$ cat src/rtl/lgs_pkg.sv
// ----------------------------------------------------------------------------
// lgs_pkg - shared types and constants for the life generation step block
// Command codes, register indexes, default sizes and the control/status
// structs between the controller and the datapath.
// ----------------------------------------------------------------------------
`timescale 1ns / 1ps
`default_nettype none

package lgs_pkg;

    localparam int DEF_MAX_ROWS = 64;
    localparam int DEF_MAX_COLS = 64;

    localparam int CMD_W     = 2;
    localparam int ROW_W     = 6;
    localparam int COL_W     = 6;
    localparam int CFG_W     = 7;
    localparam int CFG_IDX_W = 1;

    localparam logic [CMD_W-1:0] CMD_WRITE   = 2'd0;
    localparam logic [CMD_W-1:0] CMD_ADVANCE = 2'd1;
    localparam logic [CMD_W-1:0] CMD_READ    = 2'd2;

    localparam logic [CFG_IDX_W-1:0] CFG_ROW_COUNT    = 1'b0;
    localparam logic [CFG_IDX_W-1:0] CFG_COLUMN_COUNT = 1'b1;

    localparam logic [CFG_W-1:0] SIZE_RESET = 7'd64;

    typedef struct packed {
        logic clear_we;
        logic rd_en;
        logic rd_from_in;
        logic latch_in;
        logic rmw_we;
        logic adv_first;
        logic adv_step;
        logic below_ok;
        logic out_load;
        logic out_err;
        logic out_read;
    } lgs_ctl_t;

    typedef struct packed {
        logic in_range;
        logic out_full;
    } lgs_sts_t;

endpackage

`default_nettype wire

$ cat src/rtl/lgs_ctrl.sv
// ----------------------------------------------------------------------------
// lgs_ctrl - command sequencer
// Runs the clearing pass after reset, takes command beats, and steps the
// datapath through cell reads, read-modify-writes and the row-by-row advance.
// ----------------------------------------------------------------------------
`timescale 1ns / 1ps
`default_nettype none

module lgs_ctrl #(
    parameter int MAX_ROWS = 64
) (
    input  wire logic                               clk,
    input  wire logic                               rst_n,
    input  wire logic                               in_valid,
    input  wire logic [lgs_pkg::CMD_W-1:0]          command,
    output logic                                    in_ready,
    input  wire logic [$clog2(MAX_ROWS+1)-1:0]      rows,
    input  wire lgs_pkg::lgs_sts_t                  sts,
    output lgs_pkg::lgs_ctl_t                       ctl,
    output logic      [$clog2(MAX_ROWS+1)-1:0]      ctr,
    output logic      [$clog2(MAX_ROWS+1)-1:0]      rd_row
);

    import lgs_pkg::*;

    localparam int RW = $clog2(MAX_ROWS + 1);

    localparam logic [2:0] ST_CLEAR     = 3'd0;
    localparam logic [2:0] ST_IDLE      = 3'd1;
    localparam logic [2:0] ST_RMW       = 3'd2;
    localparam logic [2:0] ST_ADV_FIRST = 3'd3;
    localparam logic [2:0] ST_ADV_ROW   = 3'd4;

    logic [2:0]    state_reg;
    logic [2:0]    state_next;
    logic [RW-1:0] ctr_reg;
    logic [RW-1:0] ctr_next;
    logic          wr_pend_reg;
    logic          wr_pend_next;
    logic [RW:0]   ctr_inc;
    logic          last_row;
    logic          has_below;
    logic          clear_last;
    logic          accept;

    assign ctr        = ctr_reg;
    assign ctr_inc    = {1'b0, ctr_reg} + (RW+1)'(1);
    assign last_row   = (ctr_inc == {1'b0, rows});
    assign has_below  = (ctr_inc < {1'b0, rows});
    assign clear_last = (ctr_reg == RW'(MAX_ROWS - 1));
    assign in_ready   = (state_reg == ST_IDLE) && !sts.out_full;
    assign accept     = in_valid && in_ready;

    always_comb
    begin
        state_next   = state_reg;
        ctr_next     = ctr_reg;
        wr_pend_next = wr_pend_reg;
        ctl          = '0;
        rd_row       = '0;
        unique case (state_reg)
            ST_CLEAR:
            begin
                ctl.clear_we = 1'b1;
                if (clear_last)
                begin
                    ctr_next   = '0;
                    state_next = ST_IDLE;
                end
                else
                begin
                    ctr_next = RW'(ctr_inc);
                end
            end
            ST_IDLE:
            begin
                if (accept)
                begin
                    ctl.latch_in = 1'b1;
                    unique case (command) inside
                        CMD_WRITE, CMD_READ:
                        begin
                            if (sts.in_range)
                            begin
                                ctl.rd_en      = 1'b1;
                                ctl.rd_from_in = 1'b1;
                                wr_pend_next   = (command == CMD_WRITE);
                                state_next     = ST_RMW;
                            end
                            else
                            begin
                                ctl.out_load = 1'b1;
                                ctl.out_err  = 1'b1;
                            end
                        end
                        CMD_ADVANCE:
                        begin
                            if (rows == '0)
                            begin
                                ctl.out_load = 1'b1;
                            end
                            else
                            begin
                                ctl.rd_en  = 1'b1;
                                ctr_next   = '0;
                                state_next = ST_ADV_FIRST;
                            end
                        end
                        default:
                        begin
                            ctl.out_load = 1'b1;
                        end
                    endcase
                end
            end
            ST_RMW:
            begin
                ctl.out_load = 1'b1;
                ctl.rmw_we   = wr_pend_reg;
                ctl.out_read = !wr_pend_reg;
                state_next   = ST_IDLE;
            end
            ST_ADV_FIRST:
            begin
                ctl.adv_first = 1'b1;
                ctl.rd_en     = 1'b1;
                rd_row        = RW'(ctr_inc);
                state_next    = ST_ADV_ROW;
            end
            ST_ADV_ROW:
            begin
                ctl.adv_step = 1'b1;
                ctl.below_ok = has_below;
                ctl.rd_en    = 1'b1;
                rd_row       = RW'(ctr_inc + (RW+1)'(1));
                if (last_row)
                begin
                    ctl.out_load = 1'b1;
                    ctr_next     = '0;
                    state_next   = ST_IDLE;
                end
                else
                begin
                    ctr_next = RW'(ctr_inc);
                end
            end
            default:
            begin
                state_next = ST_IDLE;
            end
        endcase
    end

    always_ff @(posedge clk or negedge rst_n)
    begin
        if (!rst_n)
        begin
            state_reg   <= ST_CLEAR;
            ctr_reg     <= '0;
            wr_pend_reg <= 1'b0;
        end
        else
        begin
            state_reg   <= state_next;
            ctr_reg     <= ctr_next;
            wr_pend_reg <= wr_pend_next;
        end
    end

endmodule

`default_nettype wire

$ cat config.mk
export PLATFORM = sky130hd
export DESIGN_NAME = lgs_ctrl
export DESIGN_NICKNAME = d
export VERILOG_FILES = /design/src/rtl/lgs_pkg.sv /design/src/rtl/lgs_ctrl.sv
export SDC_FILE = /design/constraint.sdc
export NUM_CORES = 1
export LEC_CHECK = 0
export BUFFER_PORTS_ARGS = -buffer_cell sky130_fd_sc_hd__buf_2
export CORE_MARGIN = 2
export CORE_UTILIZATION = 53
export DETAILED_ROUTE_END_ITERATION = 10
export HOLD_SLACK_MARGIN = 0.06
export PLACE_DENSITY = 0.84
export SYNTH_ARGS = -nofsm -noshare
export SYNTH_HDL_FRONTEND = slang
export SYNTH_SLANG_ARGS = --single-unit
export TNS_END_PERCENT = 20
$ cat constraint.sdc
create_clock -name clk -period 8.5 [get_ports clk]
set_input_delay 0.85 -clock clk [delete_from_list [all_inputs] [get_ports clk]]
set_output_delay 0.85 -clock clk [all_outputs]
set_load 0.005 [all_outputs]
=== Word-level counts from Yosys, hierarchy flattened ===
Cells that the tools add are included.

* Register bits: 11
* Latch bits: 0
* Memory bits (writable): 0
* Memory bits (read-only): 0
* Input port bits: 14
* Output and inout bits: 26
* Memories kept: 0

* $add $sub $neg: 2
* $mul: 0
* Divide/modulo/power cells: 0
* $lt $le $gt $ge: 1
* Equal/unequal tests: 16
* Shift-type cells: 0
* Multiplexer cells: 34
* Bitwise operators: 0
* Reduce and logical (&&, ||, !) cells: 13

{| class="wikitable"
|+ Operators by type and width
! operator !! number
|-
| 7-bit two-way mux || 5
|-
| 7-bit one-hot mux with 3 select lines || 1
|-
| 3-bit two-way mux || 6
|-
| 7-bit one-hot mux with 2 select lines || 1
|-
| 3-bit one-hot mux with 4 select lines || 1
|-
| 1-bit two-way mux || 10
|-
| 2-bit two-way mux || 5
|-
| 7-bit by 1-bit adder with 8-bit output, second input constant || 1
|-
| 8-bit by 7-bit == test with 1-bit output || 1
|-
| 8-bit by 7-bit less-than comparator with 1-bit output || 1
|-
| 2-bit != test, second input constant || 4
|-
| 4-bit AND reduction || 2
|-
| 7-bit by 1-bit adder with 7-bit output, second input constant || 1
|-
| 7-bit by 6-bit == test with 1-bit output, second input constant || 1
|-
| 7-bit zero test || 1
|-
| 3-bit by 2-bit == test with 1-bit output, second input constant || 2
|-
| 3-bit != test, second input constant || 2
|-
| 1-bit one-hot mux with 2 select lines || 3
|-
| 3-bit one-hot mux with 2 select lines || 1
|-
| 6-bit AND reduction || 1
|-
| 2-bit OR reduction || 2
|-
| 3-bit by 1-bit == test with 1-bit output, second input constant || 1
|-
| 3-bit == test, second input constant || 1
|-
| 3-bit zero test || 1
|-
| other kinds (9) || 11
|}

=== Depth between registers and ports, before layout ===
* Depth after elaboration: 5
* Gate-level depth with buffers: 11
* Gate-level depth less buffers: 11

=== Worst setup path after synthesis ===
OpenSTA, ideal clock, no wires.

* Kind: register -> output
* Start: reg ctr_reg[0] (netlist: ctr[0])
* End: out ctl[2] (netlist bit)
* Data arrival time: 2324 ps
* Required time: 7650 ps
* Path slack: 5326 ps
* Stages on the path, launching flop included: 11
* Buffers on the path: 0
* Path through: dfrtp_1 -> ha_1 -> and4_1 -> and3_1 -> nor2_1 -> inv_1 -> ha_1 -> nand3_1 -> or3_1 -> nor2_1 -> or3_1

{| class="wikitable"
|+ RTL lines
! what !! line !! source
|-
| start: declaration || lgs_ctrl.sv:36 || <nowiki>logic [RW-1:0] ctr_reg;</nowiki>
|-
| start signal: assignment || lgs_ctrl.sv:165 || <nowiki>ctr_reg <= ctr_next;</nowiki>
|-
| end: declaration || lgs_ctrl.sv:19 || <nowiki>output lgs_pkg::lgs_ctl_t ctl,</nowiki>
|}

==> flow_summary.json <==
{
  "status": "finished clean",
  "cts-buffers-inserted": 3,
  "insertion_delay_ns": 0.27,
  "final_cell_mix": "39 x buf_2, 17 x inv_1, 16 x nand2_1, 11 x dfrtp_1, 9 x ha_1",
  "cts.sinks": 11,
  "switching_share": 0.4542,
  "arrival_ns": 2.99,
  "r2r-start": "ctr[0]$_DFFE_PN0P_",
  "first_iter_violations": 31,
  "coreArea_sq_um": 1982,
  "postRouteAntennaNets": 0,
  "dieWidth_um": 49.99,
  "fin_cells": 207,
  "largest_reg_flops": 7,
  "die-area_sq_um": 2499,
  "max_freq_mhz": 260.7,
  "power_uw": 272.0,
  "area_delta_synth_final_pct": 20.42,
  "cts_resized": 0,
  "cts_hold_buf": 0,
  "post_drt_wl_per_cell_um": 13.88,
  "synth_area_leaders": "dfrtp_1 25%, ha_1 10%, inv_1 5.7%",
  "antenna_found_initial": 0,
  "hold_violations": 0,
  "hpwlAfterDp_mm": 2.360,
  "final_common_cell": "buf_2",
  "r2r_cells": 11,
  "slew_headroom": 0.4525,
  "drive_gt1_frac": 0.2889,
  "p_clk_frac": 0.130,
  "dp_worst_setup_slack_ns": 4.967,
  "startpoint": "ctr[0]$_DFFE_PN0P_",
  "synth_ff_type": "dfrtp_1",
  "worstPathRequired_ns": 7.65,
  "synthesis.area_sq_um": 1121,
  "die_y_um": 49.99,
  "n_fill_cell": 172,
  "dpl.cell_count": 203,
  "rows": 16,
  "finalWeightedCongestion": 0.8556,
  "floorplan.initialDensity": 0.5657,
  "hold_path_class": "primary input to async pin",
  "fin_ws_ns": 4.665,
  "vias": 1210,
  "finalCriticalPeriod_ns": 3.835,
  "tightestPinTransition_ns": 0.8212,
  "final-setup-viol-count": 0,
  "track_usage": 0.2457,
  "ys_warn_count": 0,
  "async_reset_ff_frac": 1.000,
  "worstSetupStartpointType": "flip-flop",
  "grt_pass1_wl_mm": 4.816,
  "synth_area_per_cell_sq_um": 7.895,
  "ios": 40,
  "maxCapViolCount": 0,
  "yosysTopAreaCell": "dfrtp_1",
  "rsz0062_at_grt": "no",
  "switchingPower_uw": 123.6,
  "port_buffers": 39,
  "critPathCapture": "ctl[2]",
  "r2r_slack_ns": 5.27,
  "ys_seq_elements": 11,
  "powerDensity_nw_per_um2": 201.5,
  "cts_buffer_depth": 2,
  "regArea_sq_um": 275.3,
  "p_leak_uw": 0.0007483,
  "crit_path_end_kind": "output port",
  "diodes": 0,
  "viasPerCell": 5.845,
  "fin_nets": 204,
  "first_pass_iters": 4,
  "syn_nets": 165,
  "cts_tree": "yes",
  "multi_input_area_sq_um": 748.2,
  "synthCells": 142,
  "final_util": 0.6812,
  "synth_edf_count": 0,
  "path_class": "flip-flop to output port",
  "cp_max_fo": 7,
  "cts_root_buf": "clkbuf_4",
  "r2r_end": "ctr[3]$_DFFE_PN0P_",
  "cellInternalPower_uw": 148.5,
  "p_seq_frac": 0.331,
  "synth_top_area_share": 0.2455,
  "drv_slew": 0,
  "path_clk_slew_ns": 0.07,
  "h-tree-depth": 1,
  "fin_tns_setup_ns": 0,
  "max-vdd-ir-drop_mv": 0.1481,
  "grt_max_degree": 12,
  "ys_types": 46,
  "yosysSeqAreaShare": 0.2455,
  "drc": 0,
  "pwr-share-comb": 0.539,
  "finalCritPeriodShare": 0.4512,
  "fin_worst_skew_ns": 0.002473,
  "gr-total-overflow": 0,
  "cts_setup_buffers": 0,
  "grt_pass1_vias": 1159,
  "wl_mm": 2.873
}
==> power groups by stage <==
stage / Clock (uW) / Sequential [uW] / Combinational (uW)
floorplan: 0 / 79.7 / 111
global placement: 0 / 88.6 / 142
detailed placement: 0 / 90.6 / 146
CTS: 36.4 / 89.8 / 147
global route: 39.3 / 93.3 / 166
finish: 35.4 / 90.0 / 147
==> through the flow <==
| stage | hold WS [ns] | instance area [sq um] |
|---|---|---|
| finish | 0.4406 | 1350 |
| global route | 0.4399 | 1350 |
| CTS | 0.4344 | 1350 |
| detailed placement | 0.5417 | 1324 |
| global placement | 0.5330 | 1324 |
| floorplan | 0.4881 | 1121 |
==> critical path, stage by stage, from the launching register on <==
cell     delay (ns)
dfrtp_1        0.48
ha_1           0.31
and4_1         0.26
and3_1         0.20
nor2_1         0.26
inv_1          0.08
ha_1           0.30
nand3_1        0.07
or3_1          0.37
nor2_1         0.15
or3_1          0.12
buf_2          0.10
==> synth_stat cells (2+ instances only) <==
master,number
xor2_1,4
a22o_1,2
o31ai_1,7
nor3_1,3
nand2b_1,3
or3_1,3
a41oi_1,2
and2_1,2
nor2_1,8
a31oi_1,2
o21ai_0,7
inv_2,2
o22ai_1,3
buf_2,3
dfrtp_1,11
ha_1,9
nand2_1,16
inv_1,17
nand3_1,4
a21oi_1,6
xnor2_1,2
nor3b_1,2
==> how the worst min path moves through the flow <==
stage                                       start                       to  slack, ns  depth (start not counted)
final                                       rst_n       ctr[5]$_DFFE_PN0P_       0.44                          1
after detailed placement       ctr[6]$_DFFE_PN0P_       ctr[6]$_DFFE_PN0P_       0.54                          2
after global routing                        rst_n  wr_pend_reg$_DFFE_PN0P_       0.44                          1
after floorplan           wr_pend_reg$_DFFE_PN0P_  wr_pend_reg$_DFFE_PN0P_       0.49                          2
after CTS                                   rst_n       ctr[5]$_DFFE_PN0P_       0.43                          1
after global placement    wr_pend_reg$_DFFE_PN0P_  wr_pend_reg$_DFFE_PN0P_       0.53                          2
==> layer usage <==
metal,vias up,routed length [um],global-route usage
li1,583,-,-
met1,557,1191,0.2768
met2,58,1435,0.4408
met3,12,169,0.05758
met4,0,77,0.09259
met5,-,0,0
==> cell type report <==
| cell class | count | area share |
|---|---|---|
| Clock buffer | 4 | 0.01946 |
| Timing Repair Buffer | 39 | 0.1446 |
| Inverter | 19 | 0.05283 |
| Multi-Input combinational cell | 107 | 0.5542 |
| Sequential cell | 11 | 0.2039 |
| Tap cell | 27 | 0.02502 |
==> cell families after synthesis <==
kind of cell | Yosys count | synth area share
AO/OA/AOI/OAI | 38 | 0.2433
AND/OR/NAND/NOR | 53 | 0.2668
XOR/XNOR | 6 | 0.04687
multiplexers | 1 | 0.01004
flip-flops | 11 | 0.2455
adder cells (fa/ha/maj) | 9 | 0.1004
buffers and inverters | 24 | 0.08705
Power figures use the tool's default switching activity.
